===== src/hw/rtl/assert_macros.svh =====
// Assertion macros used by the scheduler RTL.
`ifndef ASSERT_MACROS_SVH
`define ASSERT_MACROS_SVH
// Overlapping implication checked on every rising clock edge outside reset.
`define CHK_IMPL(label, clk, rst_n, a, c) \
  label: assert property (@(posedge clk) disable iff (!rst_n) (a) |-> (c)) \
    else $error("check failed");
// Next-cycle implication checked outside reset.
`define CHK_NEXT(label, clk, rst_n, a, c) \
  label: assert property (@(posedge clk) disable iff (!rst_n) (a) |=> (c)) \
    else $error("check failed");
`endif


===== src/hw/rtl/rqps_pkg.sv =====
// Package with types and constants for the ready queue scheduler.
`timescale 1ns / 1ps
`default_nettype none
package rqps_pkg;
  localparam int QUEUE_COUNT = 4;
  localparam int QUEUE_DEPTH = 16;
  localparam int QW = (QUEUE_COUNT > 1) ? $clog2(QUEUE_COUNT) : 1;
  localparam int DW = $clog2(QUEUE_DEPTH);
  localparam int CW = $clog2(QUEUE_DEPTH + 1);
  localparam int AW = QW + DW;
  localparam int MEM_DEPTH = QUEUE_COUNT * QUEUE_DEPTH;

  localparam logic [1:0] OP_ADD = 2'd0;
  localparam logic [1:0] OP_REMOVE = 2'd1;
  localparam logic [1:0] OP_SELECT = 2'd2;

  localparam logic [1:0] ST_OK = 2'd0;
  localparam logic [1:0] ST_FULL = 2'd1;
  localparam logic [1:0] ST_NOT_FOUND = 2'd2;
  localparam logic [1:0] ST_EMPTY = 2'd3;

  localparam logic [1:0] POL_FCFS = 2'd0;
  localparam logic [1:0] POL_PRIO = 2'd1;
  localparam logic [1:0] POL_SJF = 2'd2;
  localparam logic [1:0] POL_SRT = 2'd3;

  typedef struct packed {
    logic [15:0] id;
    logic [7:0]  prio;
    logic [15:0] job;
    logic [15:0] rem;
  } entry_t;

  typedef enum logic [2:0] {
    S_IDLE, S_READ, S_SCAN, S_SHIFT_RD, S_SHIFT_WR, S_DONE
  } state_t;
endpackage
`default_nettype wire


===== src/hw/rtl/ready_queue_policy_scheduler.sv =====
// Top level of the ready queue scheduler with selectable policy.
`timescale 1ns / 1ps
`default_nettype none
`include "assert_macros.svh"
// Ready queue scheduler. QUEUE_COUNT queues of QUEUE_DEPTH entries share one
// entry memory with a single registered read port, and one sequencer walks
// that port and a single compare unit. An add, an unused op code or any item
// on an empty queue goes from S_READ straight to S_DONE. Select reads each
// entry of the queue once through the read port before it shows its result.
// Remove first scans for the id and then moves every later entry down one
// place, each move a read in S_SHIFT_RD and a write in S_SHIFT_WR; the worst
// case is a match on the first entry of a full queue. One item is in work at
// a time; in_stall stays high until its result has been taken, and the next
// item can be accepted in the cycle after that. The result sits in an output
// register and out_valid holds until out_stall is low. The policy register
// may only be written while the block is idle.
module ready_queue_policy_scheduler (
  input  wire logic        clk,
  input  wire logic        rst_n,
  input  wire logic        cfg_we,
  input  wire logic [1:0]  cfg_policy,
  input  wire logic        in_valid,
  output logic             in_stall,
  input  wire logic [1:0]  in_op,
  input  wire logic [2:0]  in_queue,
  input  wire logic [15:0] in_task_id,
  input  wire logic [7:0]  in_task_priority,
  input  wire logic [15:0] in_job_size,
  input  wire logic [15:0] in_remaining_size,
  output logic             out_valid,
  input  wire logic        out_stall,
  output logic [1:0]       out_status,
  output logic [15:0]      out_chosen_id
);
  localparam int QW = rqps_pkg::QW;
  localparam int DW = rqps_pkg::DW;
  localparam int CW = rqps_pkg::CW;
  localparam int AW = rqps_pkg::AW;

  rqps_pkg::entry_t mem [rqps_pkg::MEM_DEPTH];
  rqps_pkg::entry_t rd_data_r;
  logic [AW-1:0] rd_addr;
  logic rd_en;
  logic [AW-1:0] wr_addr;
  logic wr_en;
  rqps_pkg::entry_t wr_data;

  logic [CW-1:0] count_r [rqps_pkg::QUEUE_COUNT];
  logic [CW-1:0] count_nxt [rqps_pkg::QUEUE_COUNT];

  rqps_pkg::state_t state_r, state_nxt;
  logic [1:0] policy_r;
  logic [1:0] op_r, op_nxt;
  logic [QW-1:0] q_r, q_nxt;
  rqps_pkg::entry_t item_r, item_nxt;
  logic [CW-1:0] n_r, n_nxt;
  logic [CW-1:0] idx_r, idx_nxt;     // index of the entry on the read port
  rqps_pkg::entry_t best_r, best_nxt;
  logic out_valid_r, out_valid_nxt;
  logic [1:0] status_r, status_nxt;
  logic [15:0] chosen_r, chosen_nxt;
  logic [QW-1:0] q_in;
  logic better;

  // Out-of-range queue indices fall back to queue 0.
  always_comb begin
    if (32'(in_queue) >= rqps_pkg::QUEUE_COUNT) q_in = '0;
    else q_in = QW'(in_queue);
  end

  always_ff @(posedge clk) begin
    if (wr_en) mem[wr_addr] <= wr_data;
    if (rd_en) rd_data_r <= mem[rd_addr];
  end

  // The shared compare unit: candidate on the read port against the best.
  always_comb begin
    case (policy_r)
      rqps_pkg::POL_PRIO: better = rd_data_r.prio > best_r.prio;
      rqps_pkg::POL_SJF:  better = rd_data_r.job < best_r.job;
      rqps_pkg::POL_SRT:  better = rd_data_r.rem < best_r.rem;
      default:            better = 1'b0;
    endcase
  end

  always_ff @(posedge clk) begin
    if (!rst_n) begin
      state_r <= rqps_pkg::S_IDLE;
      policy_r <= rqps_pkg::POL_FCFS;
      out_valid_r <= 1'b0;
      for (int i = 0; i < rqps_pkg::QUEUE_COUNT; i++) count_r[i] <= '0;
    end else begin
      state_r <= state_nxt;
      out_valid_r <= out_valid_nxt;
      if (cfg_we) policy_r <= cfg_policy;
      for (int i = 0; i < rqps_pkg::QUEUE_COUNT; i++) count_r[i] <= count_nxt[i];
    end
  end

  always_ff @(posedge clk) begin
    op_r <= op_nxt;
    q_r <= q_nxt;
    item_r <= item_nxt;
    n_r <= n_nxt;
    idx_r <= idx_nxt;
    best_r <= best_nxt;
    status_r <= status_nxt;
    chosen_r <= chosen_nxt;
  end

  always_comb begin
    state_nxt = state_r;
    op_nxt = op_r;
    q_nxt = q_r;
    item_nxt = item_r;
    n_nxt = n_r;
    idx_nxt = idx_r;
    best_nxt = best_r;
    status_nxt = status_r;
    chosen_nxt = chosen_r;
    out_valid_nxt = out_valid_r;
    count_nxt = count_r;
    rd_en = 1'b0;
    rd_addr = {q_r, idx_r[DW-1:0]};
    wr_en = 1'b0;
    wr_addr = {q_r, idx_r[DW-1:0]};
    wr_data = item_r;
    in_stall = 1'b1;
    unique case (state_r)
      rqps_pkg::S_IDLE: begin
        in_stall = 1'b0;
        if (in_valid) begin
          op_nxt = in_op;
          q_nxt = q_in;
          item_nxt = '{in_task_id, in_task_priority, in_job_size, in_remaining_size};
          n_nxt = count_r[q_in];
          idx_nxt = '0;
          state_nxt = rqps_pkg::S_READ;
        end
      end
      rqps_pkg::S_READ: begin
        chosen_nxt = '0;
        status_nxt = rqps_pkg::ST_OK;
        state_nxt = rqps_pkg::S_DONE;
        case (op_r)
          rqps_pkg::OP_ADD: begin
            if (32'(n_r) >= rqps_pkg::QUEUE_DEPTH) begin
              status_nxt = rqps_pkg::ST_FULL;
            end else begin
              wr_en = 1'b1;
              wr_addr = {q_r, n_r[DW-1:0]};
              count_nxt[q_r] = n_r + CW'(1);
            end
          end
          rqps_pkg::OP_REMOVE: begin
            status_nxt = rqps_pkg::ST_NOT_FOUND;
            if (n_r != '0) begin
              rd_en = 1'b1;
              state_nxt = rqps_pkg::S_SCAN;
            end
          end
          rqps_pkg::OP_SELECT: begin
            status_nxt = rqps_pkg::ST_EMPTY;
            if (n_r != '0) begin
              rd_en = 1'b1;
              state_nxt = rqps_pkg::S_SCAN;
            end
          end
          default: ;
        endcase
      end
      rqps_pkg::S_SCAN: begin
        // rd_data_r holds entry idx_r.
        if (op_r == rqps_pkg::OP_SELECT) begin
          if (idx_r == '0 || better) best_nxt = rd_data_r;
          if (idx_r + CW'(1) >= n_r) begin
            status_nxt = rqps_pkg::ST_OK;
            chosen_nxt = (idx_r == '0 || better) ? rd_data_r.id : best_r.id;
            state_nxt = rqps_pkg::S_DONE;
          end else begin
            idx_nxt = idx_r + CW'(1);
            rd_en = 1'b1;
            rd_addr = {q_r, idx_nxt[DW-1:0]};
          end
        end else if (rd_data_r.id == item_r.id) begin
          status_nxt = rqps_pkg::ST_OK;
          count_nxt[q_r] = n_r - CW'(1);
          state_nxt = rqps_pkg::S_SHIFT_RD;
        end else if (idx_r + CW'(1) >= n_r) begin
          state_nxt = rqps_pkg::S_DONE;
        end else begin
          idx_nxt = idx_r + CW'(1);
          rd_en = 1'b1;
          rd_addr = {q_r, idx_nxt[DW-1:0]};
        end
      end
      rqps_pkg::S_SHIFT_RD: begin
        // Move entry idx+1 down to idx while one remains.
        if (idx_r + CW'(1) >= n_r) begin
          state_nxt = rqps_pkg::S_DONE;
        end else begin
          rd_en = 1'b1;
          rd_addr = {q_r, DW'(idx_r + CW'(1))};
          state_nxt = rqps_pkg::S_SHIFT_WR;
        end
      end
      rqps_pkg::S_SHIFT_WR: begin
        wr_en = 1'b1;
        wr_data = rd_data_r;
        idx_nxt = idx_r + CW'(1);
        state_nxt = rqps_pkg::S_SHIFT_RD;
      end
      rqps_pkg::S_DONE: begin
        out_valid_nxt = 1'b1;
        if (out_valid_r && !out_stall) begin
          out_valid_nxt = 1'b0;
          state_nxt = rqps_pkg::S_IDLE;
        end
      end
      default: state_nxt = rqps_pkg::S_IDLE;
    endcase
  end

  assign out_valid = out_valid_r;
  assign out_status = status_r;
  assign out_chosen_id = chosen_r;

  // A result is only shown once the sequencer has finished its item.
  `CHK_IMPL(a_out_in_done, clk, rst_n, out_valid, state_r == rqps_pkg::S_DONE)
  // The input side is closed while an item is in work.
  `CHK_IMPL(a_busy_stall, clk, rst_n, state_r != rqps_pkg::S_IDLE, in_stall)
  // A taken result returns the sequencer to idle.
  `CHK_NEXT(a_take_idle, clk, rst_n, out_valid && !out_stall,
            state_r == rqps_pkg::S_IDLE && !out_valid)
endmodule
`default_nettype wire

===== config.mk =====
export PLATFORM = sky130hd
export DESIGN_NAME = ready_queue_policy_scheduler
export DESIGN_NICKNAME = d
export VERILOG_FILES = /design/src/hw/rtl/rqps_pkg.sv /design/src/hw/rtl/ready_queue_policy_scheduler.sv
export VERILOG_INCLUDE_DIRS = /design/src /design/src/hw/rtl
export SDC_FILE = /design/constraint.sdc
export NUM_CORES = 2
export LEC_CHECK = 0
export ABC_CLOCK_PERIOD_IN_PS = 17200
export BUFFER_PORTS_ARGS = -buffer_cell sky130_fd_sc_hd__buf_2
export CELL_PAD_IN_SITES_DETAIL_PLACEMENT = 1
export CELL_PAD_IN_SITES_GLOBAL_PLACEMENT = 2
export CORE_MARGIN = 5
export CORE_UTILIZATION = 52
export DETAILED_ROUTE_END_ITERATION = 8
export GPL_TIMING_DRIVEN = 0
export PLACE_DENSITY = 0.86
export SLEW_MARGIN = 25
export SYNTH_ARGS = -nofsm -noshare
export SYNTH_HDL_FRONTEND = slang
export SYNTH_SLANG_ARGS = --single-unit

===== constraint.sdc =====
create_clock -name clk -period 17.2 [get_ports clk]
set_input_delay 0.86 -clock clk [delete_from_list [all_inputs] [get_ports clk]]
set_output_delay 0.86 -clock clk [all_outputs]
set_load 0.03 [all_outputs]

* Word-level counts from Yosys, hierarchy flattened
Memories as Yosys holds them, arrays and structs flattened. A register that Yosys moved wholly into a read port is not among the register bits. Cells that the tools add are included.
Storage, ports and cells: memories kept 1, input bits 68, memory bits (writable) 3584, register bits 170, output and inout port bits 20
Operators by class: equality and inequality tests 22, add/sub/neg operators 3, mux-type cells 59, $lt $le $gt $ge 9, reduce and logical (&&, ||, !) cells 18, bitwise operators 2
Memory list:
- mem | words 64, bits a word 56, rd ports 1, clocked after Yosys merged registers in 1, wr ports 1, line ready_queue_policy_scheduler.sv:40 | rqps_pkg::entry_t mem [rqps_pkg::MEM_DEPTH];
Operators by type and width (count):
- $mux W20 | 4
- $mux W56 | 1
- $mux W16 | 3
- $bwmux W20 | 2
- $pmux W20 S2 | 1
- $mux W5 | 7
- $lt A16 B16 Y1 | 2
- $pmux W16 S2 | 1
- $mux W4 | 6
- $mux W3 | 7
- $pmux W3 S6 | 1
- $eq A16 B16 Y1 | 1
- $pmux W5 S3 | 1
- $ne A2 B2 Y1 const B | 7
- $mux W1 | 13
- $reduce_and A3 Y1 | 4
- $add A5 B1 Y5 const B | 2
- $bmux W5 S2 | 1
- $demux W5 S2 | 1
- $ge A3 B3 Y1 const B | 3
- $ne A3 B3 Y1 const B | 3
- $gt A8 B8 Y1 | 1
- $mux W2 | 4
- $pmux W4 S2 | 1
- other kinds (27) | 36

* Logic depth before layout (Yosys ltp)
depth after elaboration 9, depth in mapped cells 20, depth with buffers taken out 13

* Least setup slack after synthesis
Ideal clock, no wire load.
path kind reg-to-reg, from register idx_r[0], to register rd_data_r[0] (netlist name), slack 11.830 ns, data arrival time 4.882 ns, stages on the path, launching flop included 11, data required time 16.712 ns, setup time 0.488 ns, clock period less this slack 5.370 ns, path through edfxtp_1 -> inv_1 -> clkbuf_1 -> ha_1 -> ha_1 -> a21o_1 -> a31oi_1 -> o21a_1 -> and2_1 -> o21ai_0 -> a21oi_1
Between the ends: longest elaborated chain between the ends 6, elaborated cells on any way between the ends 10
RTL lines:
- start, declared | line ready_queue_policy_scheduler.sv:57 | logic [CW-1:0] idx_r, idx_nxt;
- start signal, assigned | line ready_queue_policy_scheduler.sv:105 | idx_r <= idx_nxt;
- $add A5 B1 Y5 (*) | line ready_queue_policy_scheduler.sv:176, ready_queue_policy_scheduler.sv:189, ready_queue_policy_scheduler.sv:199
- $ge A5 B5 Y1 (*) | line ready_queue_policy_scheduler.sv:176, ready_queue_policy_scheduler.sv:189, ready_queue_policy_scheduler.sv:199
- $mux W1 (*) | line ready_queue_policy_scheduler.sv:176, ready_queue_policy_scheduler.sv:189, ready_queue_policy_scheduler.sv:199
- $mux W1 | line ready_queue_policy_scheduler.sv:185 | end else if (rd_data_r.id == item_r.id) begin
- $mux W1 | line ready_queue_policy_scheduler.sv:174 | if (op_r == rqps_pkg::OP_SELECT) begin
- $pmux W1 S3 (*) | line ready_queue_policy_scheduler.sv:129 | unique case (state_r)
- named net rd_en | line ready_queue_policy_scheduler.sv:43 | logic rd_en;
The timed path passes the listed nets; every way through them passes the cells marked *. A chain may end at the register's enable or synchronous reset.

* Worst setup path after layout
from register idx_r[1], to register rd_data_r[45] (netlist name)
Between the ends: longest elaborated chain between the ends 6, elaborated cells on any way between the ends 10
RTL lines (line):
- $add A5 B1 Y5
- $ge A5 B5 Y1 | ready_queue_policy_scheduler.sv:176, ready_queue_policy_scheduler.sv:189, ready_queue_policy_scheduler.sv:199
- $mux W1 or $mux W4 (tied branches) | ready_queue_policy_scheduler.sv:176, ready_queue_policy_scheduler.sv:189, ready_queue_policy_scheduler.sv:199
- $mux W1 or $mux W4 (tied branches) | ready_queue_policy_scheduler.sv:185
- $mux W1 or $mux W4 (tied branches) | ready_queue_policy_scheduler.sv:174
- $pmux W1 S3 or $pmux W4 S2 (tied branches) | ready_queue_policy_scheduler.sv:129
Parallel ways exist; a longest one is shown, timed or not.

==> qor.csv <==
metric,value,unit
status,"complete, no violations",
rows,196,
grt_pass1_vias,95958,
port_buffers,86,
crit_slowest_cell,nor4_2,
routedWlPerCell,37.9,um
pre_cts_ws,8210,ps
cts-hold-fix-buffers,0,
period_share,50.7,%
crit_arrival,9140,ps
die_area,296000,um2
rrSetupSlack,8480,ps
core-area,285000,um2
antenna_found_initial,58,
die_height,544,um
setup_viol,0,
critPathKind,reg2reg,
wl,513000,um
synth-seq-cells,3810,
cp_cell_sequence,buf_1 > inv_1 > ha_1 > ha_1 > a31oi_1 > o211a_2 > o21ai_0 > o21ai_1 > nand2_1 > nand2_1 > clkbuf_2 > buf_1 > a21oi_1 > nor4_2 > nand4b_1,
initial_utilization,52.2,%
min_path_cells,1,
ioPinCount,88,
relSlewSlack,17.1,%
yosysMostFrequentCell,edfxtp_1,
drtIter0Drc,14149,
reg2reg_depth,15,
syn_nets,8856,
regToRegEndpoint,rd_data_r[45]$_DFFE_PP_,
areaGrowthSynthToFinish,16.1,%
hold_path_class,in2reg,
ys_dominant_reg_cell,edfxtp_1,
timing.fmax,115,MHz
drv_slew,0,
synth.top_cell.area_share,76.5,%
fin_skew,62.9,ps
viasPerCell,6.87,
holdCritStartpoint,in_task_priority[2],
gr-total-overflow,0,
cts_tree,done,
dp.cells,12819,
clk_path_buf_depth,4,
cts_inserted_buffers,380,
hold_viol,0,
holdPathEnd,item_r[34]$_DFFE_PP_,
htree_levels,5,
critPathBufInv,4,
worstPathRequired,17620,ps
vias,93046,
routabilityCongestion,0.914,
startpoint_type,flip-flop,
yosysWarningCount,0,
setup_slack,8480,ps
netlist_instances,8737,
ir_worst_vdd,0.138,mV
grt_use_total,34.1,%
yosysTopAreaCell,edfxtp_1,
path_clk_slew,60,ps
clkSinkCount,3810,
rr_startpoint,idx_r[1]$_SDFFCE_PN0P_,
endpoint_kind,flip-flop,
post-route-min-period,8720,ps
synth_area,148000,um2
final_core_util,60.5,%
post_cts_buffers,0,
worst_pin_slew,1230,ps
synth_edf_count,3784,
grt_start_max_net_pins,65,
synth-async-reset-ratio,0,%
cp_max_fo,10,
netlist_top_cells_count,"edfxtp_1 (3784), nand2_1 (967), clkbuf_1 (442)",
dp_hpwl,350000,um
power_leakage,55.3,nW
clkLatencyLatePin,950,ps
grt_pass1_wl,719000,um
final_cells,13536,
post_cts_resized,0,
nets,9561,
layout-drive-gt1-share,16.1,%
cts_root_buffer,clkbuf_16,
cp_slowest_stage_delay,1010,ps
synth.area.top_cells,"edfxtp_1 (77%), mux4_2 (4.2%), nand2_1 (2.4%)",
postRouteAntennaNets,0,
fp.dieW,544,um
timing.setup.tns,0,ps
syn_area_per_cell,17.0,um2
cap_violations,0,
critical-path-top-delay-family,simple AND/OR/NAND/NOR gates,
rsz0062_at_grt,no,
drc,0,
ys_types,63,
ys_seq_area_share,76.9,%
drt-pass1-iter-count,6,
powerDensity,192,nW/um2
-- registers in the layout, summed over array words and instances (netlist names), 3 cells and up --
register / flops
mem: 3584
best_r: 56
item_r: 56
rd_data_r: 56
count_r: 20
out_chosen_id: 16
idx_r: 5
n_r: 5
state_r: 3
-- worst max-delay path by stage --
stage | depth (start not counted) | start | end | slack, ps
2_1_floorplan | 10 | idx_r[0]$_SDFFCE_PN0P_ | rd_data_r[0]$_DFFE_PP_ | 11830
3_5_place_dp | 15 | idx_r[1]$_SDFFCE_PN0P_ | rd_data_r[45]$_DFFE_PP_ | 8210
4_1_cts | 15 | idx_r[1]$_SDFFCE_PN0P_ | rd_data_r[45]$_DFFE_PP_ | 8090
5_1_grt | 15 | idx_r[1]$_SDFFCE_PN0P_ | rd_data_r[45]$_DFFE_PP_ | 8550
6_report | 15 | idx_r[1]$_SDFFCE_PN0P_ | rd_data_r[45]$_DFFE_PP_ | 8480
3_3_place_gp | 14 | idx_r[1]$_SDFFCE_PN0P_ | rd_data_r[11]$_DFFE_PP_ | 5920
-- where the power goes --
group,switching [mW],leakage (nW),internal (mW)
logic,9.49,15.2,3.44
registers,0.227,34.3,11.7
clock network,3.63,5.87,4.61
-- metrics by stage --
stage	hold slack, ps	power [mW]	area (um2)
2_1_floorplan	435	18.4	148000
3_3_place_gp	461	23.4	154000
3_5_place_dp	471	24.3	160000
4_1_cts	54.8	32.6	172000
5_1_grt	65.8	33.8	172000
6_report	94.4	33.1	172000
-- final cells by class --
| class | count | area (um2) |
|---|---|---|
| clock buffer | 464 | 9970 |
| sequential | 3810 | 114000 |
| tap | 3762 | 4710 |
| multi-input combinational | 4292 | 32900 |
| buffer | 582 | 2420 |
| antenna | 34 | 85.1 |
| timing repair buffer | 323 | 5880 |
| clock inverter | 216 | 2030 |
| inverter | 53 | 199 |
| fill | 24873 | 112000 |
-- placed cells by master, fill, tap and decap left out, types with 110 or more instances in the layout --
cell	n
and3_1	119
mux2_2	113
o22ai_1	393
buf_16	131
a221oi_1	110
o21ai_0	180
nand3_1	240
a211oi_1	296
a22oi_1	112
mux4_2	280
clkbuf_1	483
edfxtp_1	3784
mux2i_1	259
buf_2	164
clkbuf_16	387
nor3_1	118
a21oi_1	295
nand2_1	962
-- cells by family after synthesis --
logic type / synth area share, %
AOI/OAI and AO/OA: 7.92
adders and majority gates: 0.430
and+or+nand+nor: 5.62
xor gates and xnor gates: 0.147
DFF: 76.9
buffers and inverters: 1.73
muxes: 7.27
-- worst register-to-register path: stages, from the launching register on --
cell and delay [ps]:
edfxtp_1 490, buf_1 630, inv_1 150, ha_1 620, ha_1 320, a31oi_1 330, o211a_2 530, o21ai_0 400
o21ai_1 730, nand2_1 520, nand2_1 450, clkbuf_2 540, buf_1 590, a21oi_1 200, nor4_2 1020, nand4b_1 700
-- metal layers --
metal	track usage [%]	share of wire [%]	routed length (um)	up-vias
li1	-	-	-	36834
met1	43.3	35	178000	48070
met2	54.7	47	243000	6681
met3	8.99	12	61600	1449
met4	17.0	5.8	29700	12
met5	0	0.015	78	-
No activity file was read; power rests on OpenSTA's default activity.
